`src/design/heading_pid_thruster_mixer_assert.svh`:
```
// Assertion macros shared by the RTL files.
`ifndef HEADING_PID_THRUSTER_MIXER_ASSERT_SVH
`define HEADING_PID_THRUSTER_MIXER_ASSERT_SVH

`ifndef SYNTH
`define HPM_ASSERT_IMPL(label, clk, rst, ante, cons) \
   label: assert property (@(posedge clk) disable iff (rst) (ante) |-> (cons)) \
      else $error("assertion failed");
`define HPM_ASSERT_NEXT(label, clk, rst, ante, cons) \
   label: assert property (@(posedge clk) disable iff (rst) (ante) |=> (cons)) \
      else $error("assertion failed");
`else
`define HPM_ASSERT_IMPL(label, clk, rst, ante, cons)
`define HPM_ASSERT_NEXT(label, clk, rst, ante, cons)
`endif

`endif

```
`src/design/hpm_pkg.sv`:
```
`default_nettype none

package hpm_pkg;

   localparam int YAW_W      = 15;
   localparam int GAIN_W     = 16;
   localparam int STICK_W    = 10;
   localparam int PULSE_W    = 12;
   localparam int CORR_W     = 10;
   localparam int ERR_W      = 16;
   localparam int CSR_DATA_W = 16;

   localparam int HALF_TURN  = 11520;
   localparam int FULL_TURN  = 23040;
   localparam int OUT_LIMIT  = 400;
   localparam int NEUTRAL    = 1500;
   localparam int BASE_HIGH  = 1800;
   localparam int BASE_LOW   = 1200;
   localparam int STICK_FULL = 500;
   localparam int SPIN_LOW   = 1000;
   localparam int SPIN_HIGH  = 2000;
   localparam int KI_SCALE   = 100;

   localparam logic signed [STICK_W-1:0] STICK_POS = STICK_W'(STICK_FULL);
   localparam logic signed [STICK_W-1:0] STICK_NEG = STICK_W'(-STICK_FULL);

   typedef enum logic [1:0] {
      CSR_TARGET,
      CSR_PROP,
      CSR_INTEG,
      CSR_DERIV
   } csr_index_type;

   typedef enum logic [1:0] {
      MODE_TRANSLATE,
      MODE_SPIN_LEFT,
      MODE_SPIN_RIGHT
   } mode_type;

   typedef enum logic [2:0] {
      DIR_FWD,
      DIR_BACK,
      DIR_LEFT,
      DIR_RIGHT,
      DIR_HOLD
   } dir_type;

   typedef enum logic [1:0] {
      MIX_NEUTRAL,
      MIX_SPIN_LEFT,
      MIX_SPIN_RIGHT,
      MIX_PID
   } mix_type;

   typedef struct packed {
      mix_type mix;
      dir_type dir;
   } ctrl_type;

   typedef struct packed {
      logic signed [YAW_W-1:0]  target;
      logic signed [GAIN_W-1:0] kp;
      logic signed [GAIN_W-1:0] ki;
      logic signed [GAIN_W-1:0] kd;
   } cfg_type;

endpackage

`default_nettype wire

```
`src/design/heading_pid_thruster_mixer.sv`:
```
// Heading-hold PID controller with a four-thruster mixer.
// Configuration: csr_valid/csr_ready with csr_index and csr_data write the
// target heading and the three gains; csr_ready is always high. Write only
// while no request is in flight.
// Requests: one control tick per req transfer (yaw, stick, switches, enable).
// Responses: one rsp transfer per request, in order, carrying the four
// thruster pulse widths and the applied correction.
// Pipeline: error/integral update, gain multiplies, sum, then divide/clamp/mix
// into the output register, each in its own registered stage.
// Throughput: one request per cycle unless rsp stalls. The heading error,
// wrap and saturating integral update close their loop in the front stage.
// Each stage has its own valid; when the receiver stalls, rsp holds and the
// stages behind it fill, then req_ready drops.
// Reset clears the gains, target, drive mode, last error, integral and all
// stage valids.
`default_nettype none

module heading_pid_thruster_mixer #(
   parameter int GAIN_FRAC_BITS = 8,
   parameter int INTEG_WIDTH    = 32
) (
   input  logic                                clock,
   input  logic                                reset,
   input  logic                                csr_valid,
   output logic                                csr_ready,
   input  hpm_pkg::csr_index_type              csr_index,
   input  logic [hpm_pkg::CSR_DATA_W-1:0]      csr_data,
   input  logic                                req_valid,
   output logic                                req_ready,
   input  logic signed [hpm_pkg::YAW_W-1:0]    req_yaw,
   input  logic signed [hpm_pkg::STICK_W-1:0]  req_stick_x,
   input  logic signed [hpm_pkg::STICK_W-1:0]  req_stick_y,
   input  logic                                req_left_switch,
   input  logic                                req_right_switch,
   input  logic                                req_motors_enabled,
   output logic                                rsp_valid,
   input  logic                                rsp_ready,
   output logic [hpm_pkg::PULSE_W-1:0]         rsp_thruster_a,
   output logic [hpm_pkg::PULSE_W-1:0]         rsp_thruster_b,
   output logic [hpm_pkg::PULSE_W-1:0]         rsp_thruster_c,
   output logic [hpm_pkg::PULSE_W-1:0]         rsp_thruster_d,
   output logic signed [hpm_pkg::CORR_W-1:0]   rsp_correction
);
   import hpm_pkg::*;

   localparam int PD_W  = GAIN_W + ERR_W;
   localparam int I_W   = GAIN_W + INTEG_WIDTH;
   localparam int ACC_W = GAIN_W + INTEG_WIDTH + 2;

   cfg_type cfg_ff, cfg_in;

   logic                          f_valid, f_ready;
   ctrl_type                      f_ctrl;
   logic signed [ERR_W-1:0]       f_err;
   logic signed [ERR_W-1:0]       f_delta;
   logic signed [INTEG_WIDTH-1:0] f_sum;

   logic                          m_valid, m_ready;
   ctrl_type                      m_ctrl;
   logic signed [PD_W-1:0]        m_p;
   logic signed [I_W-1:0]         m_i;
   logic signed [PD_W-1:0]        m_d;

   logic                          s_valid, s_ready;
   ctrl_type                      s_ctrl;
   logic signed [ACC_W-1:0]       s_acc;

   assign csr_ready = 1'b1;

   always_comb begin
      cfg_in = cfg_ff;
      if (csr_valid) begin
         unique case (csr_index)
            CSR_TARGET: cfg_in.target = csr_data[YAW_W-1:0];
            CSR_PROP:   cfg_in.kp     = csr_data[GAIN_W-1:0];
            CSR_INTEG:  cfg_in.ki     = csr_data[GAIN_W-1:0];
            CSR_DERIV:  cfg_in.kd     = csr_data[GAIN_W-1:0];
         endcase
      end
   end

   always_ff @(posedge clock) begin
      if (reset) begin
         cfg_ff <= '0;
      end else begin
         cfg_ff <= cfg_in;
      end
   end

   hpm_front #(
      .GAIN_FRAC_BITS (GAIN_FRAC_BITS),
      .INTEG_WIDTH    (INTEG_WIDTH)
   ) u_front (
      .clock          (clock),
      .reset          (reset),
      .cfg            (cfg_ff),
      .in_valid       (req_valid),
      .in_ready       (req_ready),
      .yaw            (req_yaw),
      .stick_x        (req_stick_x),
      .stick_y        (req_stick_y),
      .left_switch    (req_left_switch),
      .right_switch   (req_right_switch),
      .motors_enabled (req_motors_enabled),
      .out_valid      (f_valid),
      .out_ready      (f_ready),
      .out_ctrl       (f_ctrl),
      .out_err        (f_err),
      .out_delta      (f_delta),
      .out_sum        (f_sum)
   );

   hpm_mult #(
      .INTEG_WIDTH (INTEG_WIDTH)
   ) u_mult (
      .clock     (clock),
      .reset     (reset),
      .cfg       (cfg_ff),
      .in_valid  (f_valid),
      .in_ready  (f_ready),
      .in_ctrl   (f_ctrl),
      .in_err    (f_err),
      .in_delta  (f_delta),
      .in_sum    (f_sum),
      .out_valid (m_valid),
      .out_ready (m_ready),
      .out_ctrl  (m_ctrl),
      .out_p     (m_p),
      .out_i     (m_i),
      .out_d     (m_d)
   );

   hpm_acc #(
      .INTEG_WIDTH (INTEG_WIDTH)
   ) u_acc (
      .clock     (clock),
      .reset     (reset),
      .in_valid  (m_valid),
      .in_ready  (m_ready),
      .in_ctrl   (m_ctrl),
      .in_p      (m_p),
      .in_i      (m_i),
      .in_d      (m_d),
      .out_valid (s_valid),
      .out_ready (s_ready),
      .out_ctrl  (s_ctrl),
      .out_acc   (s_acc)
   );

   hpm_mix #(
      .GAIN_FRAC_BITS (GAIN_FRAC_BITS),
      .INTEG_WIDTH    (INTEG_WIDTH)
   ) u_mix (
      .clock     (clock),
      .reset     (reset),
      .in_valid  (s_valid),
      .in_ready  (s_ready),
      .in_ctrl   (s_ctrl),
      .in_acc    (s_acc),
      .out_valid (rsp_valid),
      .out_ready (rsp_ready),
      .out_a     (rsp_thruster_a),
      .out_b     (rsp_thruster_b),
      .out_c     (rsp_thruster_c),
      .out_d     (rsp_thruster_d),
      .out_corr  (rsp_correction)
   );

endmodule

`default_nettype wire

```
`src/design/hpm_front.sv`:
```
`default_nettype none
`include "heading_pid_thruster_mixer_assert.svh"

module hpm_front #(
   parameter int GAIN_FRAC_BITS = 8,
   parameter int INTEG_WIDTH    = 32
) (
   input  logic                                clock,
   input  logic                                reset,
   input  hpm_pkg::cfg_type                    cfg,
   input  logic                                in_valid,
   output logic                                in_ready,
   input  logic signed [hpm_pkg::YAW_W-1:0]    yaw,
   input  logic signed [hpm_pkg::STICK_W-1:0]  stick_x,
   input  logic signed [hpm_pkg::STICK_W-1:0]  stick_y,
   input  logic                                left_switch,
   input  logic                                right_switch,
   input  logic                                motors_enabled,
   output logic                                out_valid,
   input  logic                                out_ready,
   output hpm_pkg::ctrl_type                   out_ctrl,
   output logic signed [hpm_pkg::ERR_W-1:0]    out_err,
   output logic signed [hpm_pkg::ERR_W-1:0]    out_delta,
   output logic signed [INTEG_WIDTH-1:0]       out_sum
);
   import hpm_pkg::*;

   localparam logic signed [INTEG_WIDTH-1:0] SUM_MAX = {1'b0, {(INTEG_WIDTH-1){1'b1}}};
   localparam logic signed [INTEG_WIDTH-1:0] SUM_MIN = {1'b1, {(INTEG_WIDTH-1){1'b0}}};
   localparam int KI_MIN = (1 << GAIN_FRAC_BITS) / KI_SCALE;

   logic                          in_fire;
   logic signed [ERR_W:0]         diff;
   logic signed [ERR_W-1:0]       err;
   logic signed [GAIN_W:0]        ki_ext;
   logic [GAIN_W:0]               ki_mag;
   logic                          ki_active;
   logic signed [INTEG_WIDTH:0]   sum_wide;
   logic signed [INTEG_WIDTH-1:0] sum_sat;
   mode_type                      mode_sel;
   ctrl_type                      ctrl_sel;

   mode_type                      mode_ff, mode_in;
   logic signed [ERR_W-1:0]       last_error_ff, last_error_in;
   logic signed [INTEG_WIDTH-1:0] error_sum_ff, error_sum_in;
   logic                          valid_ff, valid_in;
   ctrl_type                      ctrl_ff;
   logic signed [ERR_W-1:0]       err_ff;
   logic signed [ERR_W-1:0]       delta_ff;
   logic signed [INTEG_WIDTH-1:0] sum_ff;

   assign in_ready = !valid_ff || out_ready;
   assign in_fire  = in_valid && in_ready;

   always_comb begin
      diff = (ERR_W+1)'(cfg.target) - (ERR_W+1)'(yaw);
      if (diff > (ERR_W+1)'(HALF_TURN)) begin
         err = ERR_W'(diff - (ERR_W+1)'(FULL_TURN));
      end else if (diff < -(ERR_W+1)'(HALF_TURN)) begin
         err = ERR_W'(diff + (ERR_W+1)'(FULL_TURN));
      end else begin
         err = ERR_W'(diff);
      end

      ki_ext    = (GAIN_W+1)'(cfg.ki);
      ki_mag    = ki_ext[GAIN_W] ? (GAIN_W+1)'(-ki_ext) : (GAIN_W+1)'(ki_ext);
      ki_active = ki_mag > (GAIN_W+1)'(KI_MIN);

      sum_wide = (INTEG_WIDTH+1)'(error_sum_ff) + (INTEG_WIDTH+1)'(err);
      if (sum_wide > (INTEG_WIDTH+1)'(SUM_MAX)) begin
         sum_sat = SUM_MAX;
      end else if (sum_wide < (INTEG_WIDTH+1)'(SUM_MIN)) begin
         sum_sat = SUM_MIN;
      end else begin
         sum_sat = INTEG_WIDTH'(sum_wide);
      end

      if (!left_switch && !right_switch) begin
         mode_sel = MODE_TRANSLATE;
      end else if (left_switch && !right_switch) begin
         mode_sel = MODE_SPIN_LEFT;
      end else if (!left_switch && right_switch) begin
         mode_sel = MODE_SPIN_RIGHT;
      end else begin
         mode_sel = mode_ff;
      end

      if (!motors_enabled) begin
         ctrl_sel.mix = MIX_NEUTRAL;
      end else begin
         case (mode_sel)
            MODE_TRANSLATE: ctrl_sel.mix = MIX_PID;
            MODE_SPIN_LEFT: ctrl_sel.mix = MIX_SPIN_LEFT;
            default:        ctrl_sel.mix = MIX_SPIN_RIGHT;
         endcase
      end

      if (stick_y == STICK_POS) begin
         ctrl_sel.dir = DIR_FWD;
      end else if (stick_y == STICK_NEG) begin
         ctrl_sel.dir = DIR_BACK;
      end else if (stick_x == STICK_NEG) begin
         ctrl_sel.dir = DIR_LEFT;
      end else if (stick_x == STICK_POS) begin
         ctrl_sel.dir = DIR_RIGHT;
      end else begin
         ctrl_sel.dir = DIR_HOLD;
      end

      mode_in       = mode_ff;
      last_error_in = last_error_ff;
      error_sum_in  = error_sum_ff;
      if (in_fire) begin
         if (!motors_enabled) begin
            error_sum_in = '0;
         end else begin
            mode_in = mode_sel;
            if (mode_sel == MODE_TRANSLATE) begin
               error_sum_in  = ki_active ? sum_sat : '0;
               last_error_in = err;
            end
         end
      end

      valid_in = in_ready ? in_valid : valid_ff;
   end

   always_ff @(posedge clock) begin
      if (reset) begin
         mode_ff       <= MODE_TRANSLATE;
         last_error_ff <= '0;
         error_sum_ff  <= '0;
         valid_ff      <= 1'b0;
      end else begin
         mode_ff       <= mode_in;
         last_error_ff <= last_error_in;
         error_sum_ff  <= error_sum_in;
         valid_ff      <= valid_in;
      end
   end

   always_ff @(posedge clock) begin
      if (in_fire) begin
         ctrl_ff  <= ctrl_sel;
         err_ff   <= err;
         delta_ff <= err - last_error_ff;
         sum_ff   <= error_sum_in;
      end
   end

   assign out_valid = valid_ff;
   assign out_ctrl  = ctrl_ff;
   assign out_err   = err_ff;
   assign out_delta = delta_ff;
   assign out_sum   = sum_ff;

   `HPM_ASSERT_NEXT(a_integ_clear, clock, reset, in_fire && !motors_enabled, error_sum_ff == '0)
   `HPM_ASSERT_IMPL(a_err_range, clock, reset, 1'b1, last_error_ff <= HALF_TURN && last_error_ff >= -HALF_TURN)
   `HPM_ASSERT_NEXT(a_spin_keeps, clock, reset, in_fire && motors_enabled && mode_sel != MODE_TRANSLATE, $stable(last_error_ff) && $stable(error_sum_ff))

endmodule

`default_nettype wire

```
`src/design/hpm_mult.sv`:
```
`default_nettype none

module hpm_mult #(
   parameter int INTEG_WIDTH = 32
) (
   input  logic                                          clock,
   input  logic                                          reset,
   input  hpm_pkg::cfg_type                              cfg,
   input  logic                                          in_valid,
   output logic                                          in_ready,
   input  hpm_pkg::ctrl_type                             in_ctrl,
   input  logic signed [hpm_pkg::ERR_W-1:0]              in_err,
   input  logic signed [hpm_pkg::ERR_W-1:0]              in_delta,
   input  logic signed [INTEG_WIDTH-1:0]                 in_sum,
   output logic                                          out_valid,
   input  logic                                          out_ready,
   output hpm_pkg::ctrl_type                             out_ctrl,
   output logic signed [hpm_pkg::GAIN_W+hpm_pkg::ERR_W-1:0] out_p,
   output logic signed [hpm_pkg::GAIN_W+INTEG_WIDTH-1:0]    out_i,
   output logic signed [hpm_pkg::GAIN_W+hpm_pkg::ERR_W-1:0] out_d
);
   import hpm_pkg::*;

   localparam int PD_W = GAIN_W + ERR_W;
   localparam int I_W  = GAIN_W + INTEG_WIDTH;

   logic                   in_fire;
   logic                   valid_ff, valid_in;
   ctrl_type               ctrl_ff;
   logic signed [PD_W-1:0] p_ff;
   logic signed [I_W-1:0]  i_ff;
   logic signed [PD_W-1:0] d_ff;

   assign in_ready = !valid_ff || out_ready;
   assign in_fire  = in_valid && in_ready;
   assign valid_in = in_ready ? in_valid : valid_ff;

   always_ff @(posedge clock) begin
      if (reset) begin
         valid_ff <= 1'b0;
      end else begin
         valid_ff <= valid_in;
      end
   end

   always_ff @(posedge clock) begin
      if (in_fire) begin
         ctrl_ff <= in_ctrl;
         p_ff    <= PD_W'(cfg.kp) * PD_W'(in_err);
         i_ff    <= I_W'(cfg.ki) * I_W'(in_sum);
         d_ff    <= PD_W'(cfg.kd) * PD_W'(in_delta);
      end
   end

   assign out_valid = valid_ff;
   assign out_ctrl  = ctrl_ff;
   assign out_p     = p_ff;
   assign out_i     = i_ff;
   assign out_d     = d_ff;

endmodule

`default_nettype wire

```
`src/design/hpm_acc.sv`:
```
`default_nettype none

module hpm_acc #(
   parameter int INTEG_WIDTH = 32
) (
   input  logic                                             clock,
   input  logic                                             reset,
   input  logic                                             in_valid,
   output logic                                             in_ready,
   input  hpm_pkg::ctrl_type                                in_ctrl,
   input  logic signed [hpm_pkg::GAIN_W+hpm_pkg::ERR_W-1:0] in_p,
   input  logic signed [hpm_pkg::GAIN_W+INTEG_WIDTH-1:0]    in_i,
   input  logic signed [hpm_pkg::GAIN_W+hpm_pkg::ERR_W-1:0] in_d,
   output logic                                             out_valid,
   input  logic                                             out_ready,
   output hpm_pkg::ctrl_type                                out_ctrl,
   output logic signed [hpm_pkg::GAIN_W+INTEG_WIDTH+1:0]    out_acc
);
   import hpm_pkg::*;

   localparam int ACC_W = GAIN_W + INTEG_WIDTH + 2;

   logic                    in_fire;
   logic                    valid_ff, valid_in;
   ctrl_type                ctrl_ff;
   logic signed [ACC_W-1:0] acc_ff;

   assign in_ready = !valid_ff || out_ready;
   assign in_fire  = in_valid && in_ready;
   assign valid_in = in_ready ? in_valid : valid_ff;

   always_ff @(posedge clock) begin
      if (reset) begin
         valid_ff <= 1'b0;
      end else begin
         valid_ff <= valid_in;
      end
   end

   always_ff @(posedge clock) begin
      if (in_fire) begin
         ctrl_ff <= in_ctrl;
         acc_ff  <= ACC_W'(in_p) + ACC_W'(in_i) + ACC_W'(in_d);
      end
   end

   assign out_valid = valid_ff;
   assign out_ctrl  = ctrl_ff;
   assign out_acc   = acc_ff;

endmodule

`default_nettype wire

```
`src/design/hpm_mix.sv`:
```
`default_nettype none
`include "heading_pid_thruster_mixer_assert.svh"

module hpm_mix #(
   parameter int GAIN_FRAC_BITS = 8,
   parameter int INTEG_WIDTH    = 32
) (
   input  logic                                          clock,
   input  logic                                          reset,
   input  logic                                          in_valid,
   output logic                                          in_ready,
   input  hpm_pkg::ctrl_type                             in_ctrl,
   input  logic signed [hpm_pkg::GAIN_W+INTEG_WIDTH+1:0] in_acc,
   output logic                                          out_valid,
   input  logic                                          out_ready,
   output logic [hpm_pkg::PULSE_W-1:0]                   out_a,
   output logic [hpm_pkg::PULSE_W-1:0]                   out_b,
   output logic [hpm_pkg::PULSE_W-1:0]                   out_c,
   output logic [hpm_pkg::PULSE_W-1:0]                   out_d,
   output logic signed [hpm_pkg::CORR_W-1:0]             out_corr
);
   import hpm_pkg::*;

   localparam int ACC_W = GAIN_W + INTEG_WIDTH + 2;
   localparam int SH    = GAIN_FRAC_BITS + 6;
   localparam int Q_W   = ACC_W - SH;
   localparam logic signed [ACC_W-1:0] ROUND = ACC_W'((1 << SH) - 1);

   logic                     in_fire;
   logic signed [ACC_W-1:0]  biased;
   logic signed [Q_W-1:0]    quot;
   logic signed [CORR_W-1:0] clamped;
   logic signed [CORR_W-1:0] corr;
   int                       base;

   logic                     valid_ff, valid_in;
   logic [PULSE_W-1:0]       a_ff, a_in;
   logic [PULSE_W-1:0]       b_ff, b_in;
   logic [PULSE_W-1:0]       c_ff, c_in;
   logic [PULSE_W-1:0]       d_ff, d_in;
   logic signed [CORR_W-1:0] corr_ff;

   assign in_ready = !valid_ff || out_ready;
   assign in_fire  = in_valid && in_ready;
   assign valid_in = in_ready ? in_valid : valid_ff;

   always_comb begin
      // divide by 2^SH, truncating toward zero
      biased = in_acc + (in_acc[ACC_W-1] ? ROUND : '0);
      quot   = biased[ACC_W-1:SH];
      if (quot > Q_W'(OUT_LIMIT)) begin
         clamped = CORR_W'(OUT_LIMIT);
      end else if (quot < -Q_W'(OUT_LIMIT)) begin
         clamped = CORR_W'(-OUT_LIMIT);
      end else begin
         clamped = CORR_W'(quot);
      end
      corr = (in_ctrl.mix == MIX_PID) ? clamped : '0;

      a_in = PULSE_W'(NEUTRAL);
      b_in = PULSE_W'(NEUTRAL);
      c_in = PULSE_W'(NEUTRAL);
      d_in = PULSE_W'(NEUTRAL);
      base = NEUTRAL;
      case (in_ctrl.mix)
         MIX_SPIN_LEFT: begin
            a_in = PULSE_W'(SPIN_LOW);
            b_in = PULSE_W'(SPIN_HIGH);
            c_in = PULSE_W'(SPIN_LOW);
            d_in = PULSE_W'(SPIN_HIGH);
         end
         MIX_SPIN_RIGHT: begin
            a_in = PULSE_W'(SPIN_HIGH);
            b_in = PULSE_W'(SPIN_LOW);
            c_in = PULSE_W'(SPIN_HIGH);
            d_in = PULSE_W'(SPIN_LOW);
         end
         MIX_PID: begin
            case (in_ctrl.dir) inside
               DIR_FWD, DIR_RIGHT: base = BASE_HIGH;
               DIR_BACK, DIR_LEFT: base = BASE_LOW;
               default:            base = NEUTRAL;
            endcase
            if (in_ctrl.dir != DIR_LEFT && in_ctrl.dir != DIR_RIGHT) begin
               c_in = PULSE_W'(base - int'(corr));
               d_in = PULSE_W'(base + int'(corr));
            end
            if (in_ctrl.dir != DIR_FWD && in_ctrl.dir != DIR_BACK) begin
               a_in = PULSE_W'(base - int'(corr));
               b_in = PULSE_W'(base + int'(corr));
            end
         end
         default: begin
         end
      endcase
   end

   always_ff @(posedge clock) begin
      if (reset) begin
         valid_ff <= 1'b0;
      end else begin
         valid_ff <= valid_in;
      end
   end

   always_ff @(posedge clock) begin
      if (in_fire) begin
         a_ff    <= a_in;
         b_ff    <= b_in;
         c_ff    <= c_in;
         d_ff    <= d_in;
         corr_ff <= corr;
      end
   end

   assign out_valid = valid_ff;
   assign out_a     = a_ff;
   assign out_b     = b_ff;
   assign out_c     = c_ff;
   assign out_d     = d_ff;
   assign out_corr  = corr_ff;

   `HPM_ASSERT_IMPL(a_corr_range, clock, reset, valid_ff, corr_ff <= OUT_LIMIT && corr_ff >= -OUT_LIMIT)

endmodule

`default_nettype wire

```
`config.mk`:
```
export PLATFORM = sky130hd
export DESIGN_NAME = heading_pid_thruster_mixer
export DESIGN_NICKNAME = d
export VERILOG_FILES = /design/src/design/hpm_pkg.sv /design/src/design/heading_pid_thruster_mixer.sv /design/src/design/hpm_front.sv /design/src/design/hpm_mult.sv /design/src/design/hpm_acc.sv /design/src/design/hpm_mix.sv
export VERILOG_INCLUDE_DIRS = /design/src /design/src/design
export SDC_FILE = /design/constraint.sdc
export NUM_CORES = 2
export LEC_CHECK = 0
export BUFFER_PORTS_ARGS = -buffer_cell sky130_fd_sc_hd__buf_2
export CORE_MARGIN = 5
export CORE_UTILIZATION = 45
export DETAILED_ROUTE_END_ITERATION = 12
export PLACE_DENSITY_LB_ADDON = 0.08
export SYNTH_ARGS = -nofsm -noshare
export SYNTH_HDL_FRONTEND = slang
export SYNTH_SLANG_ARGS = --single-unit
export TNS_END_PERCENT = 20
```
`constraint.sdc`:
```
create_clock -name clock -period 15.9 [get_ports clock]
set_clock_uncertainty 0.05 [all_clocks]
set_input_delay 2.385 -clock clock [delete_from_list [all_inputs] [get_ports clock]]
set_output_delay 2.385 -clock clock [all_outputs]
set_load 0.05 [all_outputs]
```
==> run_results.csv <==
group,metric,value,unit
cts,clock_latency,0.65,ns
cells_and_area,num-fill-cells,12500,
sta,worst_pin_slew,1.09,ns
floorplanning,fp-row-count,133,
routing,drt_first_pass_iters,8,
cts,postCtsSetupBuffers,0,
cts,cts_buffer_depth,3,
routing,drt-vias-per-instance,5.29,
cts,ctsHoldBuffers,0,
synthesis,synth_most_common_cell,"inv_1",
pwr,ir_worst_vdd,93.2,µV
synthesis,ys_warn_count,0,
cells_and_area,seq_area,11300,µm²
cts,clk_pin_slew,0.06,ns
place,gp_congestion,0.869,
routing,drt_iter0_drc,2822,
sta,hold-worst-slack,0.369,ns
synthesis,synth_top_area_frac,0.356,
pwr,total_leakage_power,27.3,nW
critical_path,crit_type,"input pin to flip-flop",
sta,hold_violations,0,
synthesis,avgSynthCellArea,9.51,µm²
floorplanning,die_area,140000,µm²
floorplanning,initial_core_util,0.453,
synthesis,synth_cells,6287,
routing,wirelength,165,mm
critical_path,crit_path_start_kind,"input pin",
sta,setup_viol,0,
routing,drc,0,
synthesis,synth_cell_types,90,
place,place_ws,6.07,ns
synthesis,synth_ff_type,"edfxtp_1",
min_path,hold_path_class,"flip-flop to flip-flop",
floorplanning,fp.coreArea,132000,µm²
cts,cts_tree,"done",
global_routing,grt_antenna_before_repair,4,
global_routing,gr-usage-all-layers,0.240,
pwr,power_density,110,nW/µm²
synthesis,async_reset_ff_frac,0,
critical_path,cpPeakStageDelay,0.82,ns
sta,drv_slew,0,
routing,antenna_left,0,
synthesis,synth_nets,7833,
floorplanning,die_x,374,µm
critical_path,cp-startpoint,"req_yaw[0]",
sta,finalCritPeriodShare,0.583,
global_routing,grt_pass1_wl,264,mm
cells_and_area,multi_input_area,43300,µm²
min_path,min-delay-start,"u_mult.out_ctrl[4]$_DFFE_PP_",
sta,rsz0062_at_grt,"no",
critical_path,cp_slowest_cell,"o211ai_1",
floorplanning,io_pins,122,
synthesis,yosys-top-cells-count,"inv_1, fa_1, nand2_1, ha_1, and2_1",
sta,fin_setup_tns,0,ns
global_routing,overflow,0,
synthesis,netlist_top_cells_area,"fa_1, edfxtp_1, ha_1, inv_1, nand2_1",
global_routing,grt_max_degree,74,
pwr,p_total,7.04,mW
cells_and_area,area_growth,6.97,%
floorplanning,die_h,374,µm
critical_path,cp_max_fo,13,
synthesis,synth_edf_count,297,
place,dpl.hpwl,131,mm
place,port_buffers,120,
cts,post_cts_resized,0,
routing,via_count,42800,
status,outcome,"complete, no violations",
cells_and_area,final_cells,8100,
sta,setup_ws,6.62,ns
synthesis,ys_ff_latch,414,
synthesis,yosysSeqAreaShare,0.188,
global_routing,grt_pass1_vias,45800,
cts,cts.sink_count,414,
place,dp.cells,8004,
cts,cts-root-buf,"clkbuf_16",
cts,cts_inserted_buffers,51,
synthesis,yosys.area.top_type,"fa_1",
sta,slew_headroom,0.271,
critical_path,arrival,9.75,ns
critical_path,worstPathRequired,16.37,ns
critical_path,end_kind,"flip-flop",
cells_and_area,nNetsFinal,7848,
cts,h-tree-depth,2,
flow_run,maxCapViolations,0,
sta,max_freq,108,MHz
routing,wl_per_cell,20.4,µm
sta,period_needed,9.28,ns
synthesis,syn-cell-area,59800,µm²
critical_path,r2r-start,"cfg_ff[17]$_SDFFE_PP0P_",
cells_and_area,drive_gt1_frac,0.0485,
[final cells by class]
class,instances,share of cell area
Antenna cell,1,0.0000391
Clock buffer,64,0.0214
Clock inverter,31,0.00517
Inverter,1168,0.0686
Multi-Input combinational cell,4482,0.677
Sequential cell,414,0.176
Tap cell,1755,0.0344
Timing Repair Buffer,185,0.0171
[per-layer routing]
layer  GRT usage  wire length, µm  vias up
met5           0               13        -
met4      0.0712             5340        2
met3      0.0463            10700      217
met2       0.393            76200     1085
met1       0.327            72800    21700
li1            -                -    19900
[where the power goes]
part	switching (mW)	internal (mW)	total (mW)
Sequential	0.285	1.50	1.79
Clock	0.509	0.668	1.18
Combinational	2.48	1.60	4.08
Total	3.27	3.77	7.04
[path summary, 6_finish.rpt]
check                                             to  slack (ns)  depth (start not counted)
setup / recovery  u_front.error_sum_ff[5]$_SDFF_PP0_        6.62                         29
hold / removal           u_acc.out_ctrl[4]$_DFFE_PP_        0.37                          0
hold reg to reg          u_acc.out_ctrl[4]$_DFFE_PP_        0.37                          0
setup reg to reg          u_mult.out_i[47]$_DFFE_PP_        7.62                         27
[worst max-delay path: cells and delay by family]
family | cells | cell delay [ns]
AO/OA/AOI/OAI | 16 | 4.14
XOR/XNOR | 1 | 0.35
adder cells (fa/ha/maj) | 3 | 0.98
buffers and inverters | 1 | 0.10
multiplexers | 1 | 0.41
AND/OR/NAND/NOR | 7 | 1.39
[cell usage in the layout (no fill, tap or decap), types with 15 or more instances in the layout]
master,netlist,final
o22ai_1,25,25
edfxtp_1,297,297
o21ai_0,173,173
nand2b_1,83,83
a211oi_1,24,24
buf_2,3,119
buf_4,4,66
nor3_1,65,65
a31oi_1,28,28
ha_1,422,422
xor2_1,55,55
nand3_1,68,68
xnor2_1,185,185
o21bai_1,36,36
a21o_1,71,71
a21boi_0,16,15
o211ai_1,18,18
a22o_1,19,19
clkbuf_16,0,51
and2_1,397,397
dfxtp_1,117,117
fa_1,1063,1063
nor2b_1,31,29
inv_1,1168,1167
a21oi_1,281,281
nand2_1,907,907
o31ai_1,17,17
or3_1,29,29
nor2_1,190,189
and3_1,24,24
o21a_1,47,47
[kinds of logic (layout without fill, tap and decap cells)]
group,after synthesis,after routing,synth area share
simple gates,1875,1875,0.150
fa+ha+maj,1485,1485,0.444
buf+inv,1391,1448,0.0877
compound gates,874,874,0.0932
flops,414,414,0.188
xor+xnor,240,240,0.0352
mux,7,7,0.00124
other cells,1,2,0.0000628
[metrics by stage]
step | utilization | cell area, µm²
floorplan | - | 59800
global placement | 0.472 | 62200
detailed placement | 0.472 | 62200
CTS | 0.485 | 63900
global route | 0.485 | 63900
finish | 0.485 | 63900
[registers in the layout, indices dropped and copies added, names as in the netlist, 2 cells and up]
register and cells:
u_mult.out_ctrl 5, u_mix.out_a 11, u_acc.out_ctrl 5, cfg_ff 63, u_front.last_error_ff 16, u_front.out_ctrl 5
u_front.out_sum 32, u_mix.out_d 12, u_mult.out_i 48, u_mult.out_d 32, u_front.error_sum_ff 32, u_mult.out_p 32
u_front.out_err 16, u_front.mode_ff 2, u_front.out_delta 16, u_mix.out_c 11, u_acc.out_acc 50, u_mix.out_b 12
u_mix.out_corr 10
Power figures use the tool's default switching activity.
